[config.mk]
export PLATFORM = sky130hd
export DESIGN_NAME = sequence_id_slot_table_flat
export DESIGN_NICKNAME = d
export VERILOG_FILES = /design/src/rtl/sit_pkg.sv /design/src/rtl/sit_if.sv /design/src/rtl/sequence_id_slot_table.sv /design/src/flat_wrapper.sv
export SDC_FILE = /design/constraint.sdc
export NUM_CORES = 2
export LEC_CHECK = 0
export ABC_AREA = 1
export BUFFER_PORTS_ARGS = -buffer_cell sky130_fd_sc_hd__buf_2
export CAP_MARGIN = 20
export CORE_ASPECT_RATIO = 1.4
export CORE_UTILIZATION = 35
export CTS_CLUSTER_SIZE = 40
export DETAILED_ROUTE_END_ITERATION = 12
export PLACE_DENSITY_LB_ADDON = 0.1
export SYNTH_ARGS = -nofsm -noshare
export SYNTH_HDL_FRONTEND = slang
export SYNTH_SLANG_ARGS = --single-unit
[constraint.sdc]
create_clock -name clk -period 7 [get_ports clk]
set_input_delay 0.7 -clock clk [delete_from_list [all_inputs] [get_ports clk]]
set_output_delay 0.7 -clock clk [all_outputs]
set_load 0.03 [all_outputs]
[src/rtl/sit_pkg.sv]
// Package for the sequence id slot table.
// Field widths, codes, state type, result struct and the status helper.
// No dependencies.
package sit_pkg;

    localparam int SLOTS_DEF     = 16;
    localparam int ID_BITS_DEF   = 32;
    localparam int DATA_BITS_DEF = 32;
    localparam int MAX_CAP       = 16;

    localparam int OP_W    = 2;
    localparam int ID_W    = 32;
    localparam int DATA_W  = 32;
    localparam int MASK_W  = 16;
    localparam int SLOT_W  = 4;
    localparam int CNT_W   = 5;
    localparam int PADDR_W = 3;
    localparam int PDATA_W = 32;

    localparam logic [CNT_W-1:0] SLOTS_CFG_RST = 5'd16;

    typedef enum logic [OP_W-1:0] {
        OP_INSERT = 2'd0,
        OP_CLEAN  = 2'd1,
        OP_LIST   = 2'd2
    } op_t;

    typedef enum logic [2:0] {
        ST_IDLE,
        ST_STATUS,
        ST_SCAN,
        ST_INSERT,
        ST_CLEAN,
        ST_LIST_FIND,
        ST_LIST_EMIT
    } state_t;

    typedef struct packed {
        logic              accepted;
        logic [ID_W-1:0]   seq_id_out;
        logic [DATA_W-1:0] payload_out;
        logic [SLOT_W-1:0] slot;
        logic              entry_valid;
        logic              last;
        logic [CNT_W-1:0]  count;
        logic              full_res;
        logic              empty_res;
    } rsp_t;

    function automatic rsp_t make_status(input logic [CNT_W-1:0] cnt,
                                         input logic [CNT_W-1:0] cap);
        rsp_t r;
        r             = '0;
        r.last        = 1'b1;
        r.count       = cnt;
        r.full_res    = (cnt >= cap);
        r.empty_res   = (cnt == '0);
        return r;
    endfunction

endpackage

[src/rtl/sit_if.sv]
// Request and result channel interfaces for the slot table.
// Depends on sit_pkg for field widths.
interface sit_req_if;
    logic                          valid;
    logic                          ready;
    logic [sit_pkg::OP_W-1:0]      operation;
    logic [sit_pkg::ID_W-1:0]      seq_id;
    logic [sit_pkg::DATA_W-1:0]    payload;
    logic [sit_pkg::MASK_W-1:0]    delete_mask;

    modport source (output valid, operation, seq_id, payload, delete_mask, input ready);
    modport sink   (input valid, operation, seq_id, payload, delete_mask, output ready);
endinterface

interface sit_rsp_if;
    logic                          valid;
    logic                          ready;
    logic                          accepted;
    logic [sit_pkg::ID_W-1:0]      seq_id_out;
    logic [sit_pkg::DATA_W-1:0]    payload_out;
    logic [sit_pkg::SLOT_W-1:0]    slot;
    logic                          entry_valid;
    logic                          last;
    logic [sit_pkg::CNT_W-1:0]     count;
    logic                          full_res;
    logic                          empty_res;

    modport source (output valid, accepted, seq_id_out, payload_out, slot, entry_valid,
                    last, count, full_res, empty_res, input ready);
    modport sink   (input valid, accepted, seq_id_out, payload_out, slot, entry_valid,
                    last, count, full_res, empty_res, output ready);
endinterface

[src/rtl/sequence_id_slot_table.sv]
// Sequence id slot table: top level, control sequencer and id/data memories.
// Depends on sit_pkg and the channel interfaces in sit_if.sv.
//
//   channel   dir   kind       role
//   req       in    valid/rdy  operation, seq_id, payload, delete_mask
//   rsp       out   valid/rdy  one result per item, one per entry for list
//   apb       in    APB        slots_in_use at byte address 0
//
// Steps: auto-id insert and full-table refuse go straight to a result; explicit-id
// insert scans first (one id memory read per slot); clean walks all active slots.
// Occupancy lives in per-slot valid flops cleared by reset; no clearing pass.
// A result register decouples rsp; a stalled rsp holds the sequencer in place.
module sequence_id_slot_table #(
    parameter int SLOTS     = sit_pkg::SLOTS_DEF,
    parameter int ID_BITS   = sit_pkg::ID_BITS_DEF,
    parameter int DATA_BITS = sit_pkg::DATA_BITS_DEF
) (
    input  logic                          clk,
    input  logic                          rst_n,
    input  logic                          psel,
    input  logic                          penable,
    input  logic                          pwrite,
    input  logic [sit_pkg::PADDR_W-1:0]   paddr,
    input  logic [sit_pkg::PDATA_W-1:0]   pwdata,
    output logic [sit_pkg::PDATA_W-1:0]   prdata,
    output logic                          pready,
    sit_req_if.sink                       req,
    sit_rsp_if.source                     rsp
);

    localparam int DEPTH = (SLOTS < sit_pkg::MAX_CAP) ? SLOTS : sit_pkg::MAX_CAP;
    localparam int AW    = (DEPTH > 1) ? $clog2(DEPTH) : 1;
    localparam logic [sit_pkg::CNT_W-1:0] CAP_MAX = sit_pkg::CNT_W'(DEPTH);

    // configuration
    logic [sit_pkg::CNT_W-1:0] slots_cfg_reg;
    logic                      cfg_wr;
    logic [sit_pkg::CNT_W-1:0] cap;

    assign pready = 1'b1;
    assign cfg_wr = psel && penable && pwrite && !paddr[2];
    assign prdata = paddr[2] ? '0 : sit_pkg::PDATA_W'(slots_cfg_reg);

    always_comb
    begin
        cap = (slots_cfg_reg == '0) ? sit_pkg::CNT_W'(1) : slots_cfg_reg;
        if (cap > CAP_MAX)
        begin
            cap = CAP_MAX;
        end
    end

    // state
    sit_pkg::state_t           state_reg, state_next;
    logic [DEPTH-1:0]          valid_reg, valid_next;
    logic [sit_pkg::CNT_W-1:0] cnt_reg, cnt_next;
    logic [ID_BITS-1:0]        auto_reg, auto_next;
    logic [sit_pkg::CNT_W-1:0] idx_reg, idx_next;
    logic                      cmp_vld_reg, cmp_vld_next;
    logic                      out_vld_reg, out_vld_next;
    logic [AW-1:0]             cmp_slot_reg, cmp_slot_next;
    logic [AW-1:0]             list_slot_reg, list_slot_next;
    sit_pkg::rsp_t             rsp_reg, rsp_next;
    logic [ID_BITS-1:0]        id_reg;
    logic [DATA_BITS-1:0]      data_reg;
    logic [sit_pkg::MASK_W-1:0] mask_reg;

    // memories
    logic [ID_BITS-1:0]   ids_mem  [DEPTH];
    logic [DATA_BITS-1:0] data_mem [DEPTH];
    logic [ID_BITS-1:0]   rd_id_reg;
    logic [DATA_BITS-1:0] rd_data_reg;
    logic                 wr_en, rd_en;
    logic [AW-1:0]        ra;

    // combinational helpers
    logic                 accept, out_free;
    logic [ID_BITS-1:0]   id_in, auto_inc, id_load;
    logic [DEPTH-1:0]     active, occ_act, cand, above;
    logic                 free_found, cand_found, hit, list_last;
    logic [AW-1:0]        free_idx, cand_idx;
    logic [63:0]          id_wide_out, rd_id_wide, rd_data_wide;

    assign req.ready = (state_reg == sit_pkg::ST_IDLE);
    assign accept    = req.valid && req.ready;
    assign out_free  = !out_vld_reg || rsp.ready;

    assign id_in    = ID_BITS'(req.seq_id);
    assign auto_inc = ((auto_reg + ID_BITS'(1)) == '0) ? ID_BITS'(1)
                                                        : auto_reg + ID_BITS'(1);
    assign id_load  = (id_in == '0) ? auto_inc : id_in;

    assign id_wide_out  = 64'(id_reg);
    assign rd_id_wide   = 64'(rd_id_reg);
    assign rd_data_wide = 64'(rd_data_reg);

    always_comb
    begin
        free_found = 1'b0;
        free_idx   = '0;
        cand_found = 1'b0;
        cand_idx   = '0;
        for (int i = DEPTH - 1; i >= 0; i--)
        begin
            active[i]  = (sit_pkg::CNT_W'(i) < cap);
            occ_act[i] = active[i] && valid_reg[i];
            cand[i]    = occ_act[i] && (sit_pkg::CNT_W'(i) >= idx_reg);
            above[i]   = occ_act[i] && (sit_pkg::CNT_W'(i) > sit_pkg::CNT_W'(list_slot_reg));
            if (active[i] && !valid_reg[i])
            begin
                free_found = 1'b1;
                free_idx   = AW'(i);
            end
            if (cand[i])
            begin
                cand_found = 1'b1;
                cand_idx   = AW'(i);
            end
        end
    end

    assign list_last = (above == '0);
    assign hit = cmp_vld_reg && valid_reg[cmp_slot_reg] && (rd_id_reg == id_reg);

    always_comb
    begin
        state_next     = state_reg;
        valid_next     = valid_reg;
        cnt_next       = cnt_reg;
        auto_next      = auto_reg;
        idx_next       = idx_reg;
        cmp_vld_next   = 1'b0;
        cmp_slot_next  = cmp_slot_reg;
        list_slot_next = list_slot_reg;
        rsp_next       = rsp_reg;
        out_vld_next   = out_vld_reg && !rsp.ready;
        wr_en          = 1'b0;
        rd_en          = 1'b0;
        ra             = '0;

        unique case (state_reg)
            sit_pkg::ST_IDLE:
            begin
                if (accept)
                begin
                    idx_next = '0;
                    case (sit_pkg::op_t'(req.operation))
                        sit_pkg::OP_INSERT:
                        begin
                            if (cnt_reg >= cap)
                            begin
                                state_next = sit_pkg::ST_STATUS;
                            end
                            else if (id_in == '0)
                            begin
                                auto_next  = auto_inc;
                                state_next = sit_pkg::ST_INSERT;
                            end
                            else
                            begin
                                state_next = sit_pkg::ST_SCAN;
                            end
                        end
                        sit_pkg::OP_CLEAN:
                        begin
                            state_next = sit_pkg::ST_CLEAN;
                        end
                        sit_pkg::OP_LIST:
                        begin
                            state_next = (occ_act == '0) ? sit_pkg::ST_STATUS
                                                         : sit_pkg::ST_LIST_FIND;
                        end
                        default:
                        begin
                            state_next = sit_pkg::ST_STATUS;
                        end
                    endcase
                end
            end

            sit_pkg::ST_STATUS:
            begin
                if (out_free)
                begin
                    rsp_next     = sit_pkg::make_status(cnt_reg, cap);
                    out_vld_next = 1'b1;
                    state_next   = sit_pkg::ST_IDLE;
                end
            end

            // one id read per cycle, compare in the next cycle
            sit_pkg::ST_SCAN:
            begin
                if (hit)
                begin
                    state_next = sit_pkg::ST_STATUS;
                end
                else if (idx_reg < cap)
                begin
                    rd_en         = 1'b1;
                    ra            = idx_reg[AW-1:0];
                    cmp_slot_next = idx_reg[AW-1:0];
                    cmp_vld_next  = 1'b1;
                    idx_next      = idx_reg + sit_pkg::CNT_W'(1);
                end
                else
                begin
                    state_next = sit_pkg::ST_INSERT;
                end
            end

            sit_pkg::ST_INSERT:
            begin
                if (out_free)
                begin
                    out_vld_next = 1'b1;
                    state_next   = sit_pkg::ST_IDLE;
                    if (free_found)
                    begin
                        wr_en                = 1'b1;
                        valid_next[free_idx] = 1'b1;
                        cnt_next             = cnt_reg + sit_pkg::CNT_W'(1);
                        rsp_next             = sit_pkg::make_status(cnt_next, cap);
                        rsp_next.accepted    = 1'b1;
                        rsp_next.seq_id_out  = id_wide_out[sit_pkg::ID_W-1:0];
                        rsp_next.slot        = sit_pkg::SLOT_W'(free_idx);
                    end
                    else
                    begin
                        rsp_next = sit_pkg::make_status(cnt_reg, cap);
                    end
                end
            end

            sit_pkg::ST_CLEAN:
            begin
                if (idx_reg < cap)
                begin
                    if (valid_reg[idx_reg[AW-1:0]] && mask_reg[idx_reg[3:0]])
                    begin
                        valid_next[idx_reg[AW-1:0]] = 1'b0;
                        cnt_next = cnt_reg - sit_pkg::CNT_W'(1);
                    end
                    idx_next = idx_reg + sit_pkg::CNT_W'(1);
                end
                else
                begin
                    state_next = sit_pkg::ST_STATUS;
                end
            end

            sit_pkg::ST_LIST_FIND:
            begin
                if (cand_found)
                begin
                    rd_en          = 1'b1;
                    ra             = cand_idx;
                    list_slot_next = cand_idx;
                    state_next     = sit_pkg::ST_LIST_EMIT;
                end
                else
                begin
                    state_next = sit_pkg::ST_IDLE;
                end
            end

            sit_pkg::ST_LIST_EMIT:
            begin
                if (out_free)
                begin
                    rsp_next             = sit_pkg::make_status(cnt_reg, cap);
                    rsp_next.entry_valid = 1'b1;
                    rsp_next.seq_id_out  = rd_id_wide[sit_pkg::ID_W-1:0];
                    rsp_next.payload_out = rd_data_wide[sit_pkg::DATA_W-1:0];
                    rsp_next.slot        = sit_pkg::SLOT_W'(list_slot_reg);
                    rsp_next.last        = list_last;
                    out_vld_next         = 1'b1;
                    if (list_last)
                    begin
                        state_next = sit_pkg::ST_IDLE;
                    end
                    else
                    begin
                        idx_next   = sit_pkg::CNT_W'(list_slot_reg) + sit_pkg::CNT_W'(1);
                        state_next = sit_pkg::ST_LIST_FIND;
                    end
                end
            end

            default:
            begin
                state_next = sit_pkg::ST_IDLE;
            end
        endcase
    end

    always_ff @(posedge clk or negedge rst_n)
    begin
        if (!rst_n)
        begin
            state_reg <= sit_pkg::ST_IDLE;
        end
        else
        begin
            state_reg <= state_next;
        end
    end

    always_ff @(posedge clk or negedge rst_n)
    begin
        if (!rst_n)
        begin
            slots_cfg_reg <= sit_pkg::SLOTS_CFG_RST;
            valid_reg     <= '0;
            cnt_reg       <= '0;
            auto_reg      <= '0;
            idx_reg       <= '0;
            cmp_vld_reg   <= 1'b0;
            out_vld_reg   <= 1'b0;
        end
        else
        begin
            if (cfg_wr)
            begin
                slots_cfg_reg <= pwdata[sit_pkg::CNT_W-1:0];
            end
            valid_reg   <= valid_next;
            cnt_reg     <= cnt_next;
            auto_reg    <= auto_next;
            idx_reg     <= idx_next;
            cmp_vld_reg <= cmp_vld_next;
            out_vld_reg <= out_vld_next;
        end
    end

    always_ff @(posedge clk)
    begin
        if (accept)
        begin
            id_reg   <= id_load;
            data_reg <= DATA_BITS'(req.payload);
            mask_reg <= req.delete_mask;
        end
        cmp_slot_reg  <= cmp_slot_next;
        list_slot_reg <= list_slot_next;
        rsp_reg       <= rsp_next;
    end

    // sequential items only: a write never overlaps a read of a later item
    always_ff @(posedge clk)
    begin
        if (wr_en)
        begin
            ids_mem[free_idx]  <= id_reg;
            data_mem[free_idx] <= data_reg;
        end
        if (rd_en)
        begin
            rd_id_reg   <= ids_mem[ra];
            rd_data_reg <= data_mem[ra];
        end
    end

    assign rsp.valid       = out_vld_reg;
    assign rsp.accepted    = rsp_reg.accepted;
    assign rsp.seq_id_out  = rsp_reg.seq_id_out;
    assign rsp.payload_out = rsp_reg.payload_out;
    assign rsp.slot        = rsp_reg.slot;
    assign rsp.entry_valid = rsp_reg.entry_valid;
    assign rsp.last        = rsp_reg.last;
    assign rsp.count       = rsp_reg.count;
    assign rsp.full_res    = rsp_reg.full_res;
    assign rsp.empty_res   = rsp_reg.empty_res;

    a_cnt_matches_valid: assert property (@(posedge clk) disable iff (!rst_n)
        cnt_reg == sit_pkg::CNT_W'($countones(valid_reg)))
        else $error("occupied count out of step with valid bits");

    a_write_to_free: assert property (@(posedge clk) disable iff (!rst_n)
        wr_en |-> !valid_reg[free_idx] && (id_reg != '0))
        else $error("insert onto occupied slot or with zero id");

    a_list_slot_occupied: assert property (@(posedge clk) disable iff (!rst_n)
        (state_reg == sit_pkg::ST_LIST_EMIT) |-> valid_reg[list_slot_reg])
        else $error("listing a free slot");

    a_one_result_per_load: assert property (@(posedge clk) disable iff (!rst_n)
        (out_vld_reg && !rsp.ready) |=> out_vld_reg && $stable(rsp_reg))
        else $error("pending result overwritten");

endmodule
[src/flat_wrapper.sv]
// flat-port wrapper written by rule: the top's interface ports become plain ports
module sequence_id_slot_table_flat 
#(
    parameter int SLOTS     = sit_pkg::SLOTS_DEF,
    parameter int ID_BITS   = sit_pkg::ID_BITS_DEF,
    parameter int DATA_BITS = sit_pkg::DATA_BITS_DEF
)
  (clk, rst_n, psel, penable, pwrite, paddr, pwdata, prdata, pready, req_valid, req_operation, req_seq_id, req_payload, req_delete_mask, req_ready, rsp_valid, rsp_accepted, rsp_seq_id_out, rsp_payload_out, rsp_slot, rsp_entry_valid, rsp_last, rsp_count, rsp_full_res, rsp_empty_res, rsp_ready);
  sit_req_if req_i ();
  sit_rsp_if rsp_i ();
  input  logic clk;
  input  logic rst_n;
  input  logic psel;
  input  logic penable;
  input  logic pwrite;
  input  logic [sit_pkg::PADDR_W-1:0] paddr;
  input  logic [sit_pkg::PDATA_W-1:0] pwdata;
  output logic [sit_pkg::PDATA_W-1:0] prdata;
  output logic pready;
  input wire logic [$bits(req_i.valid)-1:0] req_valid;
  input wire logic [$bits(req_i.operation)-1:0] req_operation;
  input wire logic [$bits(req_i.seq_id)-1:0] req_seq_id;
  input wire logic [$bits(req_i.payload)-1:0] req_payload;
  input wire logic [$bits(req_i.delete_mask)-1:0] req_delete_mask;
  output wire logic [$bits(req_i.ready)-1:0] req_ready;
  output wire logic [$bits(rsp_i.valid)-1:0] rsp_valid;
  output wire logic [$bits(rsp_i.accepted)-1:0] rsp_accepted;
  output wire logic [$bits(rsp_i.seq_id_out)-1:0] rsp_seq_id_out;
  output wire logic [$bits(rsp_i.payload_out)-1:0] rsp_payload_out;
  output wire logic [$bits(rsp_i.slot)-1:0] rsp_slot;
  output wire logic [$bits(rsp_i.entry_valid)-1:0] rsp_entry_valid;
  output wire logic [$bits(rsp_i.last)-1:0] rsp_last;
  output wire logic [$bits(rsp_i.count)-1:0] rsp_count;
  output wire logic [$bits(rsp_i.full_res)-1:0] rsp_full_res;
  output wire logic [$bits(rsp_i.empty_res)-1:0] rsp_empty_res;
  input wire logic [$bits(rsp_i.ready)-1:0] rsp_ready;
  assign req_i.valid = req_valid;
  assign req_i.operation = req_operation;
  assign req_i.seq_id = req_seq_id;
  assign req_i.payload = req_payload;
  assign req_i.delete_mask = req_delete_mask;
  assign req_ready = req_i.ready;
  assign rsp_valid = rsp_i.valid;
  assign rsp_accepted = rsp_i.accepted;
  assign rsp_seq_id_out = rsp_i.seq_id_out;
  assign rsp_payload_out = rsp_i.payload_out;
  assign rsp_slot = rsp_i.slot;
  assign rsp_entry_valid = rsp_i.entry_valid;
  assign rsp_last = rsp_i.last;
  assign rsp_count = rsp_i.count;
  assign rsp_full_res = rsp_i.full_res;
  assign rsp_empty_res = rsp_i.empty_res;
  assign rsp_i.ready = rsp_ready;
  sequence_id_slot_table #(.SLOTS(SLOTS), .ID_BITS(ID_BITS), .DATA_BITS(DATA_BITS)) u_core (.clk(clk), .rst_n(rst_n), .psel(psel), .penable(penable), .pwrite(pwrite), .paddr(paddr), .pwdata(pwdata), .prdata(prdata), .pready(pready), .req(req_i), .rsp(rsp_i));
endmodule
==> metrics.yaml <==
clocking:
  cts_max_level: 4
  clockBufferDepth: 3
  insertion_delay_ns: 0.79
  cts-buffers-inserted: 140
  clk_pin_slew_ns: 0.06
  cts.sinks: 1322
  tritoncts: "built"
  post_cts_resized: 0
  cts_root_buf: "clkbuf_16"
setup_path:
  critical_path.cell_chain: "inv_1, nand2_1, a21oi_1, nand3_1, nand2_1, nand2_1, nand2_1, nand2_1, nand2_1, nand2_1, nand2_1, nand2_1, nand2_1, nand2_1, nand3_4, buf_12, buf_4, nand3_1, nand3_1, nand3_1, nand3_1, nand2_1"
  crit_type: "register to register"
  cp.required_ns: 7.53
  crit_top_cell: "nand2_1"
  crit_fanout: 97
  r2r_slack_ns: 2.05
  cp.arrival_ns: 5.49
  slowest_delay_ns: 0.88
  cp_slowest_cell: "buf_4"
  crit_path_start_kind: "register"
  cp-end-kind: "register"
synthesis:
  syn-cell-area_um2: 58320
  synthCells: 5553
  ys_seq_area_share_pct: 67.49
  synth_area_per_cell_um2: 10.50
  ys_async_sr_fraction_pct: 5.144
  synth_top_flop_cell: "edfxtp_1"
  yosys_warnings: 0
  yosys.cell_types.count: 45
  synth_seq_cells: 1322
  synth_edf_count: 1254
global_route:
  overflow: 0
  grt_pass1_wl_mm: 268.7
  grt_util_all_layers_pct: 21.87
  grt_max_degree: 133
  grt_pass1_vias: 39320
  antenna_found_initial: 7
sta:
  period_minus_slack_ns: 4.951
  slew_violations: 0
  finClkSkew_ns: 0.03529
  maxSlewHeadroom_pct: 21.13
  report.final.hold_viol_count: 0
  rsz0062_at_grt: "false"
  setup_tns_ns: 0
  finalSetupViolCount: 0
  clock.fmax_mhz: 202.0
  worstMarginPinSlew_ns: 1.174
  fin_crit_sh_pct: 70.73
  worst_hold_slack_ns: 0.09042
place:
  place_congestion: 0.8523
  placed_cell_area_um2: 61570
  port_buffers: 179
  hpwl_mm: 97.24
  dpl.cell_count: 7651
routing:
  vias: 40380
  routed_via_density: 5.110
  avgRoutedWirePerCell_um: 23.46
  drt-total-wl_mm: 185.4
  route.detailed.drc: 0
  first_iter_violations: 3024
  drtAntennaViolNets: 0
  drtPass1Iterations: 6
power:
  ir_drop_mv: 0.2252
  power_density_nw_per_um2: 330.4
  p_leak_nw: 26.39
floorplanning:
  num_io_pins: 237
  die_w_um: 347.0
  die_area_um2: 168300
  initial_core_util_pct: 35.36
  fp.dieH_um: 485.0
  core-area_um2: 164900
  std_cell_rows: 176
cells_and_area:
  nNetsFinal: 5804
  final_area_um2: 65950
  syn2layout_area_growth_pct: 13.09
  nFillCells: 15910
  drive_above_1_share_pct: 8.692
  reg_top3: "u_core.data_mem: 512 flops, u_core.ids_mem: 512 flops"
  layout_common_cells: "nand2_1 (1325), edfxtp_1 (1254), nand3_1 (1196)"
  final_cells: 7901
  fin_util_pct: 39.98
  mostFrequentLayoutCell: "nand2_1"
status:
  status: "finished clean"
worst_hold_path:
  hp-class: "input pin to register"
run:
  drv_cap: 0
final timing paths:
kind | startpoint | to | cells after the start
setup / recovery | u_core.idx_reg[0] | u_core.rd_id_reg[29] | 22
hold / removal | req_payload[8] | u_core.data_reg[8] | 1
setup reg to reg | u_core.idx_reg[0] | u_core.rd_id_reg[29] | 22
hold reg to reg | u_core.auto_reg[31] | u_core.auto_reg[31] | 2
max in group asynchronous | rst_n | u_core.auto_reg[27] | 3
min in group asynchronous | rst_n | u_core.cnt_reg[1] | 2
routing by layer:
layer / wire [µm] / global-route usage, % / vias to the layer above
met1: 77650 / 27.77 / 20000
met2: 91410 / 37.28 / 1133
met4: 7436 / 9.093 / 2
met5: 15 / 0 / -
met3: 8865 / 3.077 / 290
li1: - / - / 18950
critical path, delay by kind of cell (launching register included):
family                 cells  cell delay [ns]
and+or+nand+nor           18             2.06
AOI/OAI and AO/OA          1             0.29
buffers and inverters      3             1.50
DFF                        1             0.58
Yosys cell counts (4+ instances only):
master | count | area, µm²
clkbuf_1 | 105 | 394.1
inv_2 | 10 | 37.54
a31oi_1 | 11 | 68.82
nor3_1 | 33 | 165.2
edfxtp_1 | 1254 | 37660
o211ai_1 | 6 | 45.04
nand3_1 | 1199 | 6001
inv_1 | 732 | 2748
a22oi_1 | 5 | 37.54
buf_4 | 56 | 420.4
nand4_1 | 40 | 250.2
a21oi_1 | 61 | 305.3
ha_1 | 21 | 262.8
nand2_1 | 1327 | 4981
nor4_1 | 21 | 131.4
a22o_1 | 12 | 105.1
nor2_1 | 201 | 754.5
buf_1 | 16 | 60.06
o22ai_1 | 36 | 225.2
or2_2 | 4 | 25.02
xor2_1 | 38 | 332.8
o21ai_0 | 102 | 510.5
buf_2 | 150 | 750.7
xnor2_1 | 8 | 70.07
dfrtp_1 | 67 | 1677
final cells by class:
type	count	area [µm²]	area share [%]
Antenna cell	1	2.502	0.003794
Clock buffer	180	3781	5.733
Clock inverter	67	565.5	0.8576
Inverter	744	2808	4.257
Multi-Input combinational cell	3183	14850	22.51
Sequential cell	1322	39360	59.68
Tap cell	2136	2673	4.053
Timing Repair Buffer	268	1914	2.903
kinds of logic (layout without fill, tap and decap cells):
kind of cell,after synthesis,count (layout),share of synthesized area (%)
AO/OA/AOI/OAI,254,254,2.502
other,2,29,0.01288
buffers and inverters,1074,1259,7.634
adder cells (fa/ha/maj),21,21,0.4506
XOR/XNOR,46,46,0.6909
AND/OR/NAND/NOR,2834,2834,21.22
flip-flops,1322,1322,67.49
power breakdown:
| group | internal [mW] | switching (mW) |
|---|---|---|
| Combinational | 1.14 | 3.24 |
| Clock | 4.13 | 3.12 |
| Sequential | 9.60 | 0.551 |
| Total | 14.9 | 6.91 |
stage by stage:
step / setup slack [ns] / power (mW)
3_3_place_gp: 2.015 / 14.72
2_1_floorplan: 1.012 / 13.07
5_1_grt: 1.729 / 22.77
6_report: 2.049 / 21.79
3_5_place_dp: 1.997 / 14.72
4_1_cts: 1.981 / 22.03
what timing repair did:
item / 4_1_cts / 5_1_grt
hold buffers: 1 / 0
buffers inserted: 0 / 0
endpoints found under the hold margin: 14 / 0
(Power assumes the default switching activity.)
